$ cat src/hdl/http_get_request_parser_core_assert.svh
// Assertion macros for the HTTP GET request parser core.
// Included by the top level; no other dependencies.
`ifndef HTTP_GET_REQUEST_PARSER_CORE_ASSERT_SVH
`define HTTP_GET_REQUEST_PARSER_CORE_ASSERT_SVH

// Same-cycle implication, disabled during reset.
`define HGRP_ASSERT_NOW(lbl, clk, rstn, ante, cons, msg) \
  lbl: assert property (@(posedge clk) disable iff (!(rstn)) (ante) |-> (cons)) \
    else $error(msg);

// Next-cycle implication, disabled during reset.
`define HGRP_ASSERT_NXT(lbl, clk, rstn, ante, cons, msg) \
  lbl: assert property (@(posedge clk) disable iff (!(rstn)) (ante) |=> (cons)) \
    else $error(msg);

`endif

$ cat src/hdl/hgrp_pkg.sv
// Package for the HTTP GET request parser core: phase and status codes,
// match-text lookup functions and the default count width. No dependencies.
`default_nettype none

package hgrp_pkg;

  localparam int unsigned HGRP_COUNT_BITS = 16;

  typedef enum logic [3:0] {
    PH_METHOD  = 4'd0,
    PH_SKIP1   = 4'd1,
    PH_PATH    = 4'd2,
    PH_SKIP2   = 4'd3,
    PH_PROTO   = 4'd4,
    PH_DIGIT   = 4'd5,
    PH_HEADERS = 4'd6
  } phase_e;

  typedef enum logic [1:0] {
    STATUS_OK        = 2'd0,
    STATUS_MALFORMED = 2'd1,
    STATUS_TOO_LONG  = 2'd2
  } status_e;

  localparam logic [7:0] CHAR_SPACE = 8'h20;
  localparam logic [7:0] CHAR_CR    = 8'h0D;
  localparam logic [7:0] CHAR_LF    = 8'h0A;
  localparam logic [7:0] CHAR_ZERO  = 8'h30;
  localparam logic [7:0] CHAR_ONE   = 8'h31;

  // "GET "
  function automatic logic [7:0] method_char(input logic [1:0] idx);
    logic [7:0] c;
    case (idx)
      2'd0:    c = 8'h47;
      2'd1:    c = 8'h45;
      2'd2:    c = 8'h54;
      default: c = 8'h20;
    endcase
    return c;
  endfunction

  // "HTTP/1."
  function automatic logic [7:0] proto_char(input logic [2:0] idx);
    logic [7:0] c;
    case (idx)
      3'd0:    c = 8'h48;
      3'd1:    c = 8'h54;
      3'd2:    c = 8'h54;
      3'd3:    c = 8'h50;
      3'd4:    c = 8'h2F;
      3'd5:    c = 8'h31;
      3'd6:    c = 8'h2E;
      default: c = 8'h00;
    endcase
    return c;
  endfunction

endpackage

`default_nettype wire

$ cat src/hdl/http_get_request_parser_core.sv
// HTTP/1.x GET request line parser, one byte per transaction.
// Depends on hgrp_pkg and http_get_request_parser_core_assert.svh.
//
// Usage:
//   Input channel (in_valid_i / in_stall_o) carries kind_i and data_byte_i.
//   kind_i = 1 clears the parser for a new connection; kind_i = 0 feeds one
//   request byte. Output channel (out_valid_o / out_stall_i) carries one
//   result when a request completes (status OK), a mismatch is seen
//   (malformed) or the byte count limit is hit (too long).
// Results are registered (output or skid register) at the accepting edge.
// Throughput: one byte per cycle while in_stall_o is low, set by the single
//   parser state register update per byte.
// Stall: results sit in an output register backed by a one-entry skid
//   register; in_stall_o rises only while the skid register is occupied, so
//   one more transaction is taken while a result waits.
// Reset: rst_ni (async, active low) empties both output registers and puts
//   the parser in the expect-method phase with all counts at zero.
// After an error, data bytes are dropped until a clear transaction.
`default_nettype none

module http_get_request_parser_core #(
  parameter int unsigned COUNT_BITS = hgrp_pkg::HGRP_COUNT_BITS
) (
  input  wire logic        clk_i,
  input  wire logic        rst_ni,
  input  wire logic        in_valid_i,
  output      logic        in_stall_o,
  input  wire logic        kind_i,
  input  wire logic [7:0]  data_byte_i,
  output      logic        out_valid_o,
  input  wire logic        out_stall_i,
  output      logic [1:0]  status_o,
  output      logic [15:0] path_offset_o,
  output      logic [15:0] path_length_o,
  output      logic        http_minor_o,
  output      logic [15:0] request_length_o
);
  import hgrp_pkg::*;

  `include "http_get_request_parser_core_assert.svh"

  typedef struct packed {
    phase_e                phase;
    logic [2:0]            match_idx;
    logic [COUNT_BITS-1:0] byte_cnt;
    logic [COUNT_BITS-1:0] path_start;
    logic [COUNT_BITS-1:0] path_cnt;
    logic                  version;
    logic                  saw_cr;
    logic                  line_text;
    logic                  err_hold;
  } parse_t;

  typedef struct packed {
    logic [1:0]  status;
    logic [15:0] path_offset;
    logic [15:0] path_length;
    logic        minor;
    logic [15:0] req_length;
  } result_t;

  localparam parse_t PARSE_RESET = '{
    phase:      PH_METHOD,
    match_idx:  3'd0,
    byte_cnt:   '0,
    path_start: '0,
    path_cnt:   '0,
    version:    1'b0,
    saw_cr:     1'b0,
    line_text:  1'b0,
    err_hold:   1'b0
  };

  parse_t  st_q, st_d;
  result_t res;
  logic    res_valid;
  logic    in_accept;

  result_t main_q, main_d, skid_q, skid_d;
  logic    main_valid_q, main_valid_d, skid_valid_q, skid_valid_d;
  logic    pop;

  assign in_stall_o = skid_valid_q;
  assign in_accept  = in_valid_i && !in_stall_o;

  always_comb begin
    st_d      = st_q;
    res       = '0;
    res_valid = 1'b0;
    if (kind_i) begin
      st_d = PARSE_RESET;
    end else if (st_q.err_hold) begin
      st_d = st_q;
    end else if (&st_q.byte_cnt) begin
      st_d.err_hold = 1'b1;
      res_valid     = 1'b1;
      res.status    = STATUS_TOO_LONG;
    end else begin
      st_d.byte_cnt = st_q.byte_cnt + COUNT_BITS'(1);
      case (st_q.phase)
        PH_METHOD: begin
          if (data_byte_i != method_char(st_q.match_idx[1:0])) begin
            st_d.err_hold = 1'b1;
            res_valid     = 1'b1;
            res.status    = STATUS_MALFORMED;
          end else if (st_q.match_idx[1:0] == 2'd3) begin
            st_d.match_idx = 3'd0;
            st_d.phase     = PH_SKIP1;
          end else begin
            st_d.match_idx = st_q.match_idx + 3'd1;
          end
        end
        PH_SKIP1: begin
          if (data_byte_i != CHAR_SPACE) begin
            st_d.path_start = st_q.byte_cnt;
            st_d.path_cnt   = COUNT_BITS'(1);
            st_d.phase      = PH_PATH;
          end
        end
        PH_PATH: begin
          if (data_byte_i == CHAR_SPACE) begin
            st_d.phase = PH_SKIP2;
          end else begin
            st_d.path_cnt = st_q.path_cnt + COUNT_BITS'(1);
          end
        end
        PH_SKIP2: begin
          if (data_byte_i != CHAR_SPACE) begin
            st_d.phase = PH_PROTO;
            if (data_byte_i != proto_char(3'd0)) begin
              st_d.match_idx = 3'd0;
              st_d.err_hold  = 1'b1;
              res_valid      = 1'b1;
              res.status     = STATUS_MALFORMED;
            end else begin
              st_d.match_idx = 3'd1;
            end
          end
        end
        PH_PROTO: begin
          if (st_q.match_idx == 3'd7 || data_byte_i != proto_char(st_q.match_idx)) begin
            st_d.err_hold = 1'b1;
            res_valid     = 1'b1;
            res.status    = STATUS_MALFORMED;
          end else if (st_q.match_idx == 3'd6) begin
            st_d.match_idx = 3'd0;
            st_d.phase     = PH_DIGIT;
          end else begin
            st_d.match_idx = st_q.match_idx + 3'd1;
          end
        end
        PH_DIGIT: begin
          if (data_byte_i != CHAR_ZERO && data_byte_i != CHAR_ONE) begin
            st_d.err_hold = 1'b1;
            res_valid     = 1'b1;
            res.status    = STATUS_MALFORMED;
          end else begin
            st_d.version   = data_byte_i[0];
            st_d.phase     = PH_HEADERS;
            st_d.line_text = 1'b1;
            st_d.saw_cr    = 1'b0;
          end
        end
        PH_HEADERS: begin
          if (st_q.saw_cr && data_byte_i == CHAR_LF) begin
            st_d.saw_cr = 1'b0;
            if (!st_q.line_text) begin
              res_valid       = 1'b1;
              res.status      = STATUS_OK;
              res.path_offset = 16'(32'(st_q.path_start));
              res.path_length = 16'(32'(st_q.path_cnt));
              res.minor       = st_q.version;
              res.req_length  = 16'(32'(st_d.byte_cnt));
              st_d            = PARSE_RESET;
              st_d.err_hold   = st_q.err_hold;
            end else begin
              st_d.line_text = 1'b0;
            end
          end else if (data_byte_i == CHAR_CR) begin
            st_d.saw_cr = 1'b1;
            if (st_q.saw_cr) begin
              st_d.line_text = 1'b1;
            end
          end else begin
            st_d.saw_cr    = 1'b0;
            st_d.line_text = 1'b1;
          end
        end
        default: begin
          st_d.err_hold = 1'b1;
          res_valid     = 1'b1;
          res.status    = STATUS_MALFORMED;
        end
      endcase
    end
  end

  always_ff @(posedge clk_i or negedge rst_ni) begin
    if (!rst_ni) begin
      st_q <= PARSE_RESET;
    end else if (in_accept) begin
      st_q <= st_d;
    end
  end

  assign pop = main_valid_q && !out_stall_i;

  always_comb begin
    main_d       = main_q;
    skid_d       = skid_q;
    main_valid_d = main_valid_q;
    skid_valid_d = skid_valid_q;
    if (pop) begin
      if (skid_valid_q) begin
        main_d       = skid_q;
        skid_valid_d = 1'b0;
      end else if (in_accept && res_valid) begin
        main_d = res;
      end else begin
        main_valid_d = 1'b0;
      end
    end else if (in_accept && res_valid) begin
      if (main_valid_q) begin
        skid_d       = res;
        skid_valid_d = 1'b1;
      end else begin
        main_d       = res;
        main_valid_d = 1'b1;
      end
    end
  end

  always_ff @(posedge clk_i or negedge rst_ni) begin
    if (!rst_ni) begin
      main_valid_q <= 1'b0;
      skid_valid_q <= 1'b0;
    end else begin
      main_valid_q <= main_valid_d;
      skid_valid_q <= skid_valid_d;
    end
  end

  always_ff @(posedge clk_i) begin
    main_q <= main_d;
    skid_q <= skid_d;
  end

  assign out_valid_o      = main_valid_q;
  assign status_o         = main_q.status;
  assign path_offset_o    = main_q.path_offset;
  assign path_length_o    = main_q.path_length;
  assign http_minor_o     = main_q.minor;
  assign request_length_o = main_q.req_length;

  `HGRP_ASSERT_NOW(a_skid_needs_main, clk_i, rst_ni, skid_valid_q, main_valid_q,
                   "skid register holds a result while the output register is empty")
  `HGRP_ASSERT_NXT(a_hold_freezes_count, clk_i, rst_ni,
                   in_accept && !kind_i && st_q.err_hold, $stable(st_q.byte_cnt),
                   "byte count moved while the error hold is set")
  `HGRP_ASSERT_NOW(a_phase_needs_bytes, clk_i, rst_ni, st_q.phase != PH_METHOD,
                   st_q.byte_cnt != '0,
                   "parser left the method phase without counting bytes")

endmodule

`default_nettype wire

$ cat config.mk
export PLATFORM = sky130hd
export DESIGN_NAME = http_get_request_parser_core
export DESIGN_NICKNAME = d
export VERILOG_FILES = /design/src/hdl/hgrp_pkg.sv /design/src/hdl/http_get_request_parser_core.sv
export VERILOG_INCLUDE_DIRS = /design/src /design/src/hdl
export SDC_FILE = /design/constraint.sdc
export NUM_CORES = 1
export LEC_CHECK = 0
export ABC_CLOCK_PERIOD_IN_PS = 12000
export BUFFER_PORTS_ARGS = -buffer_cell sky130_fd_sc_hd__buf_2
export CORE_MARGIN = 10
export CORE_UTILIZATION = 65
export DETAILED_ROUTE_END_ITERATION = 7
export PLACE_DENSITY_LB_ADDON = 0.08
export SYNTH_ARGS = -nofsm -noshare
export SYNTH_HDL_FRONTEND = slang
export SYNTH_SLANG_ARGS = --single-unit
$ cat constraint.sdc
create_clock -name clk_i -period 12 [get_ports clk_i]
set_input_delay 0.6 -clock clk_i [delete_from_list [all_inputs] [get_ports clk_i]]
set_output_delay 0.6 -clock clk_i [all_outputs]
set_load 0.02 [all_outputs]
==> results.sh <==
export IMPL_finalSetupViolations=0
export IMPL_detail_route_antenna_nets=0
export IMPL_dr_pass1_iters=6
export IMPL_hold_viol_final=0
export IMPL_cts_num_sinks=162
export IMPL_die_area_um2=17200
export IMPL_synth_edff_count=102
export IMPL_start_kind="register"
export IMPL_path_clk_slew_ns=0.06
export IMPL_synth_warnings=0
export IMPL_crit_start="st_q[52]$_DFFE_PN0P_"
export IMPL_grtUsageTotal_pct=21.0
export IMPL_grt_overflow=0
export IMPL_syn_area_per_cell_um2=11.1
export IMPL_cp_required_ns=12.08
export IMPL_layout_drive_gt1_share_pct=19.5
export IMPL_cp_arrival_ns=4.79
export IMPL_wl_met2_um=8530
export IMPL_gp_congestion=0.910
export IMPL_cts_resized_gates=0
export IMPL_tightest_slew_ns=1.11
export IMPL_initial_core_util_pct=66.6
export IMPL_status="finished, final reports clean"
export IMPL_setup_tns_ns=0
export IMPL_synth_cells=723
export IMPL_dp_hpwl_um=11900
export IMPL_fin_worst_skew_ns=0.00637
export IMPL_hold_worst_slack_ns=0.323
export IMPL_syn_num_nets=748
export IMPL_row_count=40
export IMPL_slew_headroom_pct=25.5
export IMPL_die_h_um=131
export IMPL_grt_pass1_vias=5795
export IMPL_fmax_ghz=0.212
export IMPL_routed_top_layer="met4"
export IMPL_cts_max_level=4
export IMPL_portBuffers=65
export IMPL_dr_wl_met3_um=1060
export IMPL_drv_cap=0
export IMPL_min_path_type="in2async"
export IMPL_cts_tree="yes"
export IMPL_maxSlewViolCount=0
export IMPL_cts_setup_buffers=0
export IMPL_antenna_found_initial=0
export IMPL_die_x_um=131
export IMPL_drc_errors=0
export IMPL_layoutNonFillerInstCount=953
export IMPL_synthDistinctLibCells=69
export IMPL_crit_fanout=33
export IMPL_period_share_pct=39.3
export IMPL_antenna_cells=0
export IMPL_clock_latency_ns=0.43
export IMPL_r2r_start="st_q[52]$_DFFE_PN0P_"
export IMPL_drt_wirelength_per_cell_um=18.7
export IMPL_cts_buffers=17
export IMPL_ys_seq_elements=162
export IMPL_grt_pass1_wl_um=30000
export IMPL_cts_root_buf="clkbuf_16"
export IMPL_fin_nets=797
export IMPL_placed_cells=921
export IMPL_wirelength_um=17900
export IMPL_ioPinCount=66
export IMPL_leakagePower_nw=3.52
export IMPL_synth_seq_area_share_pct=56.8
export IMPL_ctsLongestPathBuffers=2
export IMPL_hold_buffers=0
export IMPL_finalCriticalPeriod_ns=4.71
export IMPL_crit_path_end_kind="register"
export IMPL_crit_type="reg2reg"
export IMPL_grt_setup_unrepaired="false"
export IMPL_area_delta_synth_final_pct=13.1
export IMPL_reg2reg_depth=10
export IMPL_met1_length_um=8000
export IMPL_max_vdd_ir_drop_uv=115
export IMPL_synth_async_reset_ratio_pct=37.0
export IMPL_ys_flop_type="edfxtp_1"
export IMPL_p_per_area_nw_per_um2=191
export IMPL_drt_iter0_drc=691
export IMPL_core_um2=12100
export IMPL_synthesis_area_um2=8040
export IMPL_fin_area_um2=9090
export IMPL_via_count=5848
export IMPL_via_per_inst=6.14
export IMPL_placed_area_um2=8480
export IMPL_grt_max_degree=61
[metrics by stage]
step,total power (W),setup slack (ns),utilization (%)
floorplan,0.00105,5.37,-
global placement,0.00117,7.46,70.3
detailed placement,0.00118,7.30,70.3
CTS,0.00174,7.27,75.4
global route,0.00182,6.85,75.4
finish,0.00174,7.29,75.4
[worst max-delay path: stages (launching register included)]
cell and delay (ns):
dfrtp_1 0.44, inv_1 0.13, ha_1 0.30, or3_1 0.42, a21oi_1 0.19, xor2_1 0.08
a311oi_1 0.63, o21ai_0 0.46, ha_1 0.36, a221oi_4 0.82, buf_4 0.52
[final timing paths]
check                                                  end  slack, ns
worst max-delay path            path_length_o[9]$_DFFE_PP_       7.29
worst min-delay path                  st_q[52]$_DFFE_PN0P_       0.32
min in group clk_i                    st_q[24]$_DFFE_PN0P_       0.47
worst max register to register  path_length_o[9]$_DFFE_PP_       7.29
worst min register to register        st_q[24]$_DFFE_PN0P_       0.47
max in group asynchronous             st_q[12]$_DFFE_PN0P_      11.11
[synthesized netlist by cell type, types with 5 or more instances]
library cell	n	area (µm²)
nand2_1	96	360
inv_1	11	41.3
a21oi_1	14	70.1
ha_1	12	150
nor2_1	52	195
and3_1	13	81.3
dfrtp_1	60	1500
xnor2_1	11	96.3
o31ai_1	31	233
nor2b_1	5	31.3
and2_1	38	238
edfxtp_1	102	3060
nor3_1	17	85.1
o21ai_0	58	290
clkbuf_1	29	109
mux2i_1	5	50.1
nand4_1	12	75.1
buf_2	7	35.0
xor2_1	7	61.3
nand2b_1	7	43.8
mux2_2	36	405
nand3_1	20	100
[registers in the layout (all words and copies together) (netlist names)]
| register | cells |
|---|---|
| http_minor_o | 1 |
| in_stall_o | 1 |
| out_valid_o | 1 |
| path_length_o | 16 |
| path_offset_o | 16 |
| request_length_o | 16 |
| skid_q | 51 |
| st_q | 58 |
| status_o | 2 |
[power by group]
group / leakage, nW / switching, W / internal, W
Sequential: 1.82 / 0.0000536 / 0.000677
Combinational: 1.41 / 0.000292 / 0.000149
Clock: 0.296 / 0.000218 / 0.000347
Total: 3.52 / 0.000564 / 0.00117
[cell families after synthesis]
group / after synthesis / synth area share, %
AO/OA/AOI/OAI: 139 / 11.3
adder cells (fa/ha/maj): 12 / 1.87
flip-flops: 162 / 56.8
XOR/XNOR: 18 / 1.96
buffers and inverters: 53 / 2.86
multiplexers: 42 / 5.81
AND/OR/NAND/NOR: 297 / 19.5
[layout by cell type, fill, tap and decap left out, drive strengths merged, types with 3 or more instances in the layout]
cell    count
edfxtp    102
nand2      96
buf        72
dfrtp      60
o21ai      59
nor2       52
and2       39
mux2       37
o31ai      31
nand3      20
nor3       19
clkbuf     18
a21oi      14
inv        14
and3       13
nand4      12
ha         12
xnor2      11
nand2b      7
xor2        7
nor2b       5
mux2i       5
clkinv      5
and4        4
a31oi       4
or3         4
bufinv      4
nor4b       4
nor4        4
or2         3
o211ai      3
a211o       3
nand4b      3
a221oi      3
[final cells by class]
cell class	instances	area [µm²]
clock buffer	18	429
clock inverter	14	184
fill	790	2970
inverter	11	41.3
multi-input combinational	508	3280
sequential	162	4560
tap	168	210
timing repair buffer	72	378
[layer usage]
layer	global-route usage, %	vias up
met4	7.25	0
li1	-	2752
met2	32.6	212
met3	5.07	30
met5	0	-
met1	28.3	2854
No activity file was read; power rests on OpenSTA's default activity.
